## src/sv/grlc_pkg.sv

```systemverilog
// Shared constants, types and a helper function of the frame-group range cache.
`default_nettype none

package grlc_pkg;

    localparam int CACHE_ENTRIES = 8;
    localparam int GOP_SPAN      = 64;
    localparam int FRAME_BITS    = 20;
    localparam int MASK_W        = 64;
    localparam int USE_W         = 4;
    localparam int IDX_W         = $clog2(CACHE_ENTRIES);
    localparam int CNT_W         = $clog2(CACHE_ENTRIES + 1);
    localparam int OFF_W         = $clog2(MASK_W);

    typedef enum logic {
        KIND_LOOKUP = 1'b0,
        KIND_INSERT = 1'b1
    } kind_t;

    typedef struct packed {
        logic [FRAME_BITS-1:0] key;
        logic [FRAME_BITS-1:0] first;
        logic [FRAME_BITS-1:0] last;
        logic [MASK_W-1:0]     present;
    } entry_t;

    typedef struct packed {
        kind_t                 kind;
        logic [FRAME_BITS-1:0] frame;
        entry_t                ent;
    } req_t;

    typedef struct packed {
        logic sample;
        logic shift;
        logic load;
    } cell_ctl_t;

    // Index of the lowest set bit, which is the oldest matching position.
    function automatic logic [IDX_W-1:0] first_set(input logic [CACHE_ENTRIES-1:0] vec);
        logic [IDX_W-1:0] idx;
        idx = '0;
        for (int i = CACHE_ENTRIES - 1; i >= 0; i--) begin
            if (vec[i])
            begin
                idx = IDX_W'(i);
            end
        end
        return idx;
    endfunction

endpackage

`default_nettype wire

```

## src/sv/grlc_req_if.sv

```systemverilog
// Request channel interface: valid/ready handshake with the lookup or insert payload.
`default_nettype none

interface grlc_req_if;
    logic                            valid;
    logic                            ready;
    logic                            kind;
    logic [grlc_pkg::FRAME_BITS-1:0] frame_index;
    logic [grlc_pkg::FRAME_BITS-1:0] key_index;
    logic [grlc_pkg::FRAME_BITS-1:0] start_frame;
    logic [grlc_pkg::FRAME_BITS-1:0] end_frame;
    logic [grlc_pkg::MASK_W-1:0]     present_mask;

    modport source (
        output valid, kind, frame_index, key_index, start_frame, end_frame, present_mask,
        input  ready
    );

    modport sink (
        input  valid, kind, frame_index, key_index, start_frame, end_frame, present_mask,
        output ready
    );
endinterface

`default_nettype wire

```

## src/sv/grlc_rsp_if.sv

```systemverilog
// Response channel interface: valid/ready handshake with the per-request result.
`default_nettype none

interface grlc_rsp_if;
    logic                            valid;
    logic                            ready;
    logic                            hit;
    logic [grlc_pkg::FRAME_BITS-1:0] hit_key;
    logic                            evicted;
    logic [grlc_pkg::FRAME_BITS-1:0] evicted_key;
    logic [grlc_pkg::USE_W-1:0]      entries_in_use;

    modport source (
        output valid, hit, hit_key, evicted, evicted_key, entries_in_use,
        input  ready
    );

    modport sink (
        input  valid, hit, hit_key, evicted, evicted_key, entries_in_use,
        output ready
    );
endinterface

`default_nettype wire

```

## src/sv/gop_range_lru_cache.sv

```systemverilog
// Top level of the frame-group range cache: a row of age-ordered cells and its sequencer.
//
// Usage: requests arrive on the req channel and one response leaves on the rsp channel
// for every request, in order. A lookup (kind 0) searches the entries from oldest to
// newest for the first one whose range and presence mask hold frame_index; the hit
// entry becomes the newest and its key is returned. An insert (kind 1) removes an entry
// with the same key, drops the oldest entry when the table is still full, and appends
// the new entry as newest.
// A request taken on the req channel passes the compare step in the cells and then the
// update step, which shifts along the row of cells and registers its response. A new
// request is taken only as the update step of the previous one finishes.
// The response sits in an output register, so a request is taken while an earlier
// response still waits. When the receiver stalls with a response pending, the update
// step waits and the req channel shows not ready until the response has been taken.
// Reset empties the table (entry count zero) and clears the response valid; entry
// contents are not cleared, since positions past the count are never read.
`default_nettype none

module gop_range_lru_cache (
    input  wire logic clk,
    input  wire logic rst_n,
    grlc_req_if.sink   req,
    grlc_rsp_if.source rsp
);

    localparam int N     = grlc_pkg::CACHE_ENTRIES;
    localparam int IDX_W = grlc_pkg::IDX_W;
    localparam int CNT_W = grlc_pkg::CNT_W;
    localparam int FB    = grlc_pkg::FRAME_BITS;

    typedef enum logic [2:0] {
        ST_IDLE = 3'b001,
        ST_CMP  = 3'b010,
        ST_UPD  = 3'b100
    } state_t;

    state_t               state_reg;
    state_t               state_next;
    grlc_pkg::req_t       req_reg;
    logic [CNT_W-1:0]     count_reg;
    logic [CNT_W-1:0]     count_next;
    logic [CNT_W-1:0]     cnt_m1;

    logic                 rsp_valid_reg;
    logic                 rsp_hit_reg;
    logic [FB-1:0]        rsp_hit_key_reg;
    logic                 rsp_evicted_reg;
    logic [FB-1:0]        rsp_evicted_key_reg;
    logic [grlc_pkg::USE_W-1:0] rsp_use_reg;

    grlc_pkg::entry_t     cell_q [N];
    grlc_pkg::cell_ctl_t  cell_ctl [N];
    logic [N-1:0]         lk_hit_vec;
    logic [N-1:0]         key_hit_vec;
    logic [N-1:0]         vmask;
    logic [N-1:0]         lk_vec;
    logic [N-1:0]         key_vec;
    logic [IDX_W-1:0]     lk_idx;
    logic [IDX_W-1:0]     key_idx;
    logic [IDX_W-1:0]     last_idx;

    logic                 in_xfer;
    logic                 out_free;
    logic                 upd_go;
    logic                 do_move;
    logic                 do_load;
    logic [IDX_W-1:0]     r_idx;
    logic [IDX_W-1:0]     newest;
    grlc_pkg::entry_t     bcast;
    logic                 hit_c;
    logic [FB-1:0]        hit_key_c;
    logic                 ev_c;
    logic [FB-1:0]        ev_key_c;

    // The update step may finish only when the response register is free.
    assign out_free  = !rsp_valid_reg || rsp.ready;
    assign upd_go    = (state_reg == ST_UPD) && out_free;
    assign req.ready = (state_reg == ST_IDLE) || upd_go;
    assign in_xfer   = req.valid && req.ready;

    always_comb
    begin
        state_next = state_reg;
        unique case (state_reg)
            ST_IDLE:
            begin
                if (in_xfer)
                begin
                    state_next = ST_CMP;
                end
            end
            ST_CMP:
            begin
                state_next = ST_UPD;
            end
            ST_UPD:
            begin
                if (upd_go)
                begin
                    state_next = in_xfer ? ST_CMP : ST_IDLE;
                end
            end
            default:
            begin
                state_next = ST_IDLE;
            end
        endcase
    end

    always_ff @(posedge clk or negedge rst_n)
    begin
        if (!rst_n)
        begin
            state_reg <= ST_IDLE;
            count_reg <= '0;
        end
        else
        begin
            state_reg <= state_next;
            if (upd_go)
            begin
                count_reg <= count_next;
            end
        end
    end

    always_ff @(posedge clk)
    begin
        if (in_xfer)
        begin
            req_reg.kind        <= grlc_pkg::kind_t'(req.kind);
            req_reg.frame       <= req.frame_index;
            req_reg.ent.key     <= req.key_index;
            req_reg.ent.first   <= req.start_frame;
            req_reg.ent.last    <= req.end_frame;
            req_reg.ent.present <= req.present_mask;
        end
    end

    // Only positions below the count hold live entries.
    always_comb
    begin
        for (int i = 0; i < N; i++)
        begin
            vmask[i] = CNT_W'(i) < count_reg;
        end
    end

    assign lk_vec   = lk_hit_vec & vmask;
    assign key_vec  = key_hit_vec & vmask;
    assign lk_idx   = grlc_pkg::first_set(lk_vec);
    assign key_idx  = grlc_pkg::first_set(key_vec);
    assign cnt_m1   = count_reg - CNT_W'(1);
    assign last_idx = cnt_m1[IDX_W-1:0];

    // Every change is "remove at r_idx, close the gap, place bcast at newest", or a plain
    // append when an insert finds room and no entry with its key.
    always_comb
    begin
        do_move    = 1'b0;
        do_load    = 1'b0;
        r_idx      = '0;
        newest     = '0;
        count_next = count_reg;
        bcast      = req_reg.ent;
        hit_c      = 1'b0;
        hit_key_c  = '0;
        ev_c       = 1'b0;
        ev_key_c   = '0;
        unique case (req_reg.kind)
            grlc_pkg::KIND_LOOKUP:
            begin
                if (|lk_vec)
                begin
                    do_move   = 1'b1;
                    do_load   = 1'b1;
                    r_idx     = lk_idx;
                    newest    = last_idx;
                    bcast     = cell_q[lk_idx];
                    hit_c     = 1'b1;
                    hit_key_c = cell_q[lk_idx].key;
                end
            end
            grlc_pkg::KIND_INSERT:
            begin
                do_load = 1'b1;
                if (|key_vec)
                begin
                    do_move = 1'b1;
                    r_idx   = key_idx;
                    newest  = last_idx;
                end
                else if (count_reg == CNT_W'(N))
                begin
                    do_move  = 1'b1;
                    r_idx    = '0;
                    newest   = IDX_W'(N - 1);
                    ev_c     = 1'b1;
                    ev_key_c = cell_q[0].key;
                end
                else
                begin
                    newest     = count_reg[IDX_W-1:0];
                    count_next = count_reg + CNT_W'(1);
                end
            end
            default:
            begin
                do_load = 1'b0;
            end
        endcase
    end

    genvar gi;
    generate
        for (gi = 0; gi < N; gi++)
        begin : g_cell
            grlc_pkg::entry_t nb_entry;

            always_comb
            begin
                cell_ctl[gi].sample = (state_reg == ST_CMP);
                cell_ctl[gi].shift  = upd_go && do_move && (IDX_W'(gi) >= r_idx)
                                      && (IDX_W'(gi) < newest);
                cell_ctl[gi].load   = upd_go && do_load && (IDX_W'(gi) == newest);
            end

            // The top position (N-1) never shifts, so its neighbor input is not used.
            if (gi == N - 1)
            begin : g_end
                assign nb_entry = bcast;
            end
            else
            begin : g_mid
                assign nb_entry = cell_q[gi + 1];
            end

            grlc_cell u_cell (
                .clk     (clk),
                .rst_n   (rst_n),
                .ctl     (cell_ctl[gi]),
                .nb      (nb_entry),
                .bcast   (bcast),
                .frame   (req_reg.frame),
                .key     (req_reg.ent.key),
                .q       (cell_q[gi]),
                .lk_hit  (lk_hit_vec[gi]),
                .key_hit (key_hit_vec[gi])
            );
        end
    endgenerate

    // Response register: loaded when the update finishes, cleared by a transfer.
    always_ff @(posedge clk or negedge rst_n)
    begin
        if (!rst_n)
        begin
            rsp_valid_reg <= 1'b0;
        end
        else if (upd_go)
        begin
            rsp_valid_reg <= 1'b1;
        end
        else if (rsp.ready)
        begin
            rsp_valid_reg <= 1'b0;
        end
    end

    always_ff @(posedge clk)
    begin
        if (upd_go)
        begin
            rsp_hit_reg         <= hit_c;
            rsp_hit_key_reg     <= hit_key_c;
            rsp_evicted_reg     <= ev_c;
            rsp_evicted_key_reg <= ev_key_c;
            rsp_use_reg         <= grlc_pkg::USE_W'(count_next);
        end
    end

    assign rsp.valid          = rsp_valid_reg;
    assign rsp.hit            = rsp_hit_reg;
    assign rsp.hit_key        = rsp_hit_key_reg;
    assign rsp.evicted        = rsp_evicted_reg;
    assign rsp.evicted_key    = rsp_evicted_key_reg;
    assign rsp.entries_in_use = rsp_use_reg;

`ifndef ASSERT_OFF
    a_count_bound: assert property (@(posedge clk) disable iff (!rst_n)
        count_reg <= CNT_W'(N))
        else $error("entry count exceeds table size");

    a_rsp_from_upd: assert property (@(posedge clk) disable iff (!rst_n)
        $rose(rsp_valid_reg) |-> $past(state_reg == ST_UPD))
        else $error("response raised outside the update step");

    a_hit_no_evict: assert property (@(posedge clk) disable iff (!rst_n)
        rsp_valid_reg |-> !(rsp_hit_reg && rsp_evicted_reg))
        else $error("response reports both hit and eviction");

    a_lookup_keeps_count: assert property (@(posedge clk) disable iff (!rst_n)
        (upd_go && (req_reg.kind == grlc_pkg::KIND_LOOKUP)) |=> $stable(count_reg))
        else $error("lookup changed the entry count");
`endif

endmodule

`default_nettype wire

```

## src/sv/grlc_cell.sv

```systemverilog
// One cache position: holds an entry, matches it against the request, shifts or loads.
`default_nettype none

module grlc_cell (
    input  wire logic                            clk,
    input  wire logic                            rst_n,
    input  wire grlc_pkg::cell_ctl_t             ctl,
    input  wire grlc_pkg::entry_t                nb,
    input  wire grlc_pkg::entry_t                bcast,
    input  wire logic [grlc_pkg::FRAME_BITS-1:0] frame,
    input  wire logic [grlc_pkg::FRAME_BITS-1:0] key,
    output grlc_pkg::entry_t                     q,
    output logic                                 lk_hit,
    output logic                                 key_hit
);

    grlc_pkg::entry_t                entry_reg;
    logic                            lk_hit_reg;
    logic                            key_hit_reg;
    logic [grlc_pkg::FRAME_BITS-1:0] off;
    logic                            lk_next;
    logic                            key_next;

    // A frame hits when it lies in the range, within the span, and its mask bit is set.
    always_comb
    begin
        off      = frame - entry_reg.first;
        lk_next  = (frame >= entry_reg.first) && (frame <= entry_reg.last)
                   && (off < grlc_pkg::FRAME_BITS'(grlc_pkg::GOP_SPAN))
                   && entry_reg.present[off[grlc_pkg::OFF_W-1:0]];
        key_next = (entry_reg.key == key);
    end

    always_ff @(posedge clk or negedge rst_n)
    begin
        if (!rst_n)
        begin
            lk_hit_reg  <= 1'b0;
            key_hit_reg <= 1'b0;
        end
        else if (ctl.sample)
        begin
            lk_hit_reg  <= lk_next;
            key_hit_reg <= key_next;
        end
    end

    always_ff @(posedge clk)
    begin
        if (ctl.load)
        begin
            entry_reg <= bcast;
        end
        else if (ctl.shift)
        begin
            entry_reg <= nb;
        end
    end

    assign q       = entry_reg;
    assign lk_hit  = lk_hit_reg;
    assign key_hit = key_hit_reg;

endmodule

`default_nettype wire

```

## src/flat_wrapper.sv

```systemverilog
// flat-port wrapper written by rule: the top's interface ports become plain ports
module gop_range_lru_cache_flat 
  (clk, rst_n, req_valid, req_kind, req_frame_index, req_key_index, req_start_frame, req_end_frame, req_present_mask, req_ready, rsp_valid, rsp_hit, rsp_hit_key, rsp_evicted, rsp_evicted_key, rsp_entries_in_use, rsp_ready);
  grlc_req_if req_i ();
  grlc_rsp_if rsp_i ();
  input  wire logic clk;
  input  wire logic rst_n;
  input wire logic [$bits(req_i.valid)-1:0] req_valid;
  input wire logic [$bits(req_i.kind)-1:0] req_kind;
  input wire logic [$bits(req_i.frame_index)-1:0] req_frame_index;
  input wire logic [$bits(req_i.key_index)-1:0] req_key_index;
  input wire logic [$bits(req_i.start_frame)-1:0] req_start_frame;
  input wire logic [$bits(req_i.end_frame)-1:0] req_end_frame;
  input wire logic [$bits(req_i.present_mask)-1:0] req_present_mask;
  output wire logic [$bits(req_i.ready)-1:0] req_ready;
  output wire logic [$bits(rsp_i.valid)-1:0] rsp_valid;
  output wire logic [$bits(rsp_i.hit)-1:0] rsp_hit;
  output wire logic [$bits(rsp_i.hit_key)-1:0] rsp_hit_key;
  output wire logic [$bits(rsp_i.evicted)-1:0] rsp_evicted;
  output wire logic [$bits(rsp_i.evicted_key)-1:0] rsp_evicted_key;
  output wire logic [$bits(rsp_i.entries_in_use)-1:0] rsp_entries_in_use;
  input wire logic [$bits(rsp_i.ready)-1:0] rsp_ready;
  assign req_i.valid = req_valid;
  assign req_i.kind = req_kind;
  assign req_i.frame_index = req_frame_index;
  assign req_i.key_index = req_key_index;
  assign req_i.start_frame = req_start_frame;
  assign req_i.end_frame = req_end_frame;
  assign req_i.present_mask = req_present_mask;
  assign req_ready = req_i.ready;
  assign rsp_valid = rsp_i.valid;
  assign rsp_hit = rsp_i.hit;
  assign rsp_hit_key = rsp_i.hit_key;
  assign rsp_evicted = rsp_i.evicted;
  assign rsp_evicted_key = rsp_i.evicted_key;
  assign rsp_entries_in_use = rsp_i.entries_in_use;
  assign rsp_i.ready = rsp_ready;
  gop_range_lru_cache u_core (.clk(clk), .rst_n(rst_n), .req(req_i), .rsp(rsp_i));
endmodule
```

## config.mk

```make
export PLATFORM = sky130hd
export DESIGN_NAME = gop_range_lru_cache_flat
export DESIGN_NICKNAME = d
export VERILOG_FILES = /design/src/sv/grlc_pkg.sv /design/src/sv/grlc_req_if.sv /design/src/sv/grlc_rsp_if.sv /design/src/sv/gop_range_lru_cache.sv /design/src/sv/grlc_cell.sv /design/src/flat_wrapper.sv
export SDC_FILE = /design/constraint.sdc
export NUM_CORES = 2
export LEC_CHECK = 0
export BUFFER_PORTS_ARGS = -buffer_cell sky130_fd_sc_hd__buf_4
export CORE_ASPECT_RATIO = 0.75
export CORE_MARGIN = 1
export CORE_UTILIZATION = 26
export DETAILED_ROUTE_END_ITERATION = 12
export GPL_TIMING_DRIVEN = 0
export HOLD_SLACK_MARGIN = 0.02
export PLACE_DENSITY = 0.42
export SYNTH_ARGS = -nofsm -noshare
export SYNTH_HDL_FRONTEND = slang
export SYNTH_SLANG_ARGS = --single-unit
export TNS_END_PERCENT = 1
```

## constraint.sdc

```tcl
create_clock -name clk -period 18.4 [get_ports clk]
set_clock_uncertainty 0.2 [all_clocks]
set_input_delay 0.92 -clock clk [delete_from_list [all_inputs] [get_ports clk]]
set_output_delay 0.92 -clock clk [all_outputs]
set_load 0.005 [all_outputs]
```

==> reports/qor.csv <==
stage,metric,value,unit
cells_and_area,drive_above_1_share,14.15,%
placed_design,dpl_cell_area,82690,um2
clock_network,clockRootBuffer,clkbuf_16,
power,vdd_drop_max,0.07305,mV
logic_synthesis,synth_compound_area_share,16.07,%
logic_synthesis,yosysTopAreaCell,edfxtp_1,
logic_synthesis,synth_nets,7640,
clock_network,htreeDepth,4,
run_status,status,"finished, violations left",
run_status,violations,"max-capacitance violations, max-slew violations",
logic_synthesis,synth_edf_count,1183,
routing,routed_via_density,5.632,
floorplan,die_h,466.2,um
power,power.leakage,33.61,nW
routing,wirelength,374400,um
cells_and_area,final_cell_mix,"edfxtp_1 (1,183), nand2_1 (1,165), o21ai_0 (947), inv_1 (500), nor2_1 (339)",
critical_path,cp.arrival,7.66,ns
clock_network,clockBufferDepth,4,
routing,drtIter0Drc,9829,
logic_synthesis,mappedNetlistArea,74690,um2
timing,fmax,140.5,MHz
logic_synthesis,yosys-top-cells-area,"edfxtp_1 (48%), o21ai_0 (6.4%), nand2_1 (5.9%)",
routing,wl_per_cell,32.23,um
critical_path,startpoint_type,flip-flop,
critical_path,end_kind,flip-flop,
flow_run,maxCapViolCount,8,
clock_network,clk_pin_slew,0.06,ns
critical_path,critPathKind,flip-flop to flip-flop,
logic_synthesis,synth-simple-area-share,11.47,%
timing,setup_viol,0,
floorplan,placement_rows,170,
global_routing,grt_pass1_wl,505700,um
clock_network,clkLatencyLatePin,0.89,ns
clock_network,ctsResizeCount,0,
logic_synthesis,ys_async_sr_fraction,1.988,%
logic_synthesis,synth_top_family_by_area,compound AO/OA/AOI/OAI gates,
logic_synthesis,synth.area.mux_share,10.82,%
cells_and_area,largest_reg_flops,992,
logic_synthesis,synth_seq_area_share,48.37,%
critical_path,crit_fanout,16,
timing,worst_slew_margin_rel,-5.953,%
timing,tightest_slew,1.578,ns
floorplan,initial_core_util,26.13,%
placed_design,dp.cells,11230,
power,cellPowerDensity,100.5,nW/um2
placed_design,hpwl,283300,um
logic_synthesis,synthAdderAreaFrac,5.642,%
timing,drv_slew,77,
clock_network,cts_sinks,1207,
cells_and_area,finalNonFillerCells,11620,
timing,hold_violations,0,
cells_and_area,syn_to_final_growth,18.51,%
logic_synthesis,yosys.area.top_type_share,47.56,%
floorplan,die_area,289400,um2
logic_synthesis,synthCells,7159,
floorplan,die_x,620.9,um
clock_network,cts_made_buffers,157,
placed_design,place.gp.congestion,0.9402,
logic_synthesis,synth-seq-cells,1207,
cells_and_area,fin_area,88510,um2
placed_design,io_buffers,196,
critical_path,path_cells,"inv_1, ha_1, inv_1, fa_1, buf_1, clkbuf_1, mux4_2, nand2_1, a31oi_1, a211oi_1, a211oi_1, nand4_1, or4_1, o21ai_0",
hold_path,hold_class,input pin to flip-flop,
global_routing,grt_pass1_vias,60780,
global_routing,grt_overflow,0,
routing,drc,0,
floorplan,core-area,285900,um2
routing,firstDrtPassIters,8,
global_routing,antenna_found_initial,37,
logic_synthesis,yosysUniqueCellTypes,92,
critical_path,max_stage_delay,1.19,ns
logic_synthesis,avgSynthCellArea,10.43,um2
routing,vias,65430,
logic_synthesis,ys_warn_count,0,
floorplan,io_pins,197,
logic_synthesis,synth-xor-area-share,2.545,%
clock_network,cts_tree,yes,
critical_path,critPathSlowestCell,clkbuf_1,
timing,period_needed,7.119,ns
cells_and_area,final_common_cell,edfxtp_1,
global_routing,grt_max_degree,53,
cells_and_area,layout.nets,8181,
global_routing,grt.total_usage,25.07,%
critical_path,crit_required,18.94,ns
logic_synthesis,synth-main-ff-cell,edfxtp_1,
timing,fin_crit_sh,38.69,%
routing,ant_nets,0,
timing,rsz0062_at_grt,no,
==> critical path: cells and delay by family (launching register included) <==
kind	cells	cell delay (ns)
compound gates	4	1.11
buf+inv	4	2.99
simple gates	3	0.81
flops	1	0.42
fa+ha+maj	2	0.86
mux	1	0.58
==> report_power, final <==
group          internal (W)  switching (W)
logic              0.000828        0.00166
clock network       0.00173        0.00134
registers           0.00316       0.000185
==> Yosys cell counts, types with 17 or more instances <==
| cell | n |
|---|---|
| a31o_2 | 24 |
| a221oi_1 | 17 |
| ha_1 | 324 |
| o221ai_2 | 47 |
| nor2b_1 | 46 |
| a31oi_1 | 24 |
| a22oi_1 | 26 |
| o31ai_1 | 27 |
| nand3_1 | 70 |
| a21oi_1 | 253 |
| inv_1 | 501 |
| buf_2 | 149 |
| and3_1 | 32 |
| xor2_1 | 111 |
| xnor2_1 | 106 |
| nor3_1 | 47 |
| mux2_2 | 83 |
| o21ai_1 | 78 |
| nand4_1 | 76 |
| dfrtp_1 | 23 |
| nand2_1 | 1166 |
| edfxtp_1 | 1183 |
| a21o_1 | 69 |
| o221ai_1 | 71 |
| buf_1 | 43 |
| o211ai_1 | 20 |
| o21ai_0 | 950 |
| nor2_1 | 342 |
| clkbuf_1 | 208 |
| nor4_1 | 45 |
| o21a_1 | 44 |
| mux2i_1 | 320 |
| buf_4 | 20 |
| a32oi_1 | 89 |
| mux4_2 | 175 |
| nand2b_1 | 51 |
| a211oi_1 | 34 |
==> layout make-up <==
type,count,area (um2)
Tap cell,3784,4735
Multi-Input combinational cell,5016,34920
Clock buffer,186,4069
Timing Repair Buffer,382,4068
Antenna cell,22,55.05
Inverter,503,1888
Fill cell,29720,197400
Buffer,433,1933
Clock inverter,84,711.9
Sequential cell,1207,36130
==> kinds of logic after synthesis <==
| logic type | after synthesis |
|---|---|
| multiplexers | 578 |
| adder cells (fa/ha/maj) | 332 |
| AO/OA/AOI/OAI | 1915 |
| buffers and inverters | 936 |
| AND/OR/NAND/NOR | 1974 |
| XOR/XNOR | 217 |
| flip-flops | 1207 |
==> path summary, 6_finish.rpt <==
kind	depth (start not counted)	to	slack [ns]	startpoint
setup / recovery	14	u_core.g_cell[1].u_cell.lk_hit	11.28	u_core.req_reg[124]
hold / removal	1	u_core.req_reg[80]	0.07	req_end_frame[16]
setup reg to reg	14	u_core.g_cell[1].u_cell.lk_hit	11.28	u_core.req_reg[124]
hold reg to reg	2	u_core.rsp.valid	0.34	u_core.rsp.valid
max in group asynchronous	2	u_core.count_reg[3]	17.15	rst_n
min in group asynchronous	2	u_core.g_cell[5].u_cell.lk_hit	0.42	rst_n
==> metrics by stage <==
| step | TNS [ns] | hold slack (ns) | setup WS (ns) | total power (W) | utilization (%) |
|---|---|---|---|---|---|
| after CTS | 0 | 0.02007 | 11.20 | 0.008867 | 30.92 |
| final | 0 | 0.06792 | 11.28 | 0.008899 | 30.96 |
| after global placement | -4357.32 | 0.2991 | -12.69 | 0.005744 | 28.30 |
| after global routing | 0 | 0.03919 | 11.22 | 0.009146 | 30.94 |
| after detailed placement | 0 | 0.3096 | 11.26 | 0.005784 | 28.92 |
| after floorplan | 0 | 0.2353 | 2.248 | 0.004614 | - |
==> timing repair <==
item / CTS / global route
endpoints found under the hold margin: 115 / 0
hold buffers: 93 / 0
setup buffers: 0 / 0
==> per-layer routing <==
metal  global-route usage (%)  vias up  routed length (um)
met5                        0        -                 189
met2                    34.67     4005              149500
met4                    8.812       22               14390
met1                    37.50    33190              170100
met3                    5.892      553               40230
li1                         -    27660                   -
No activity file was read; power rests on OpenSTA's default activity.
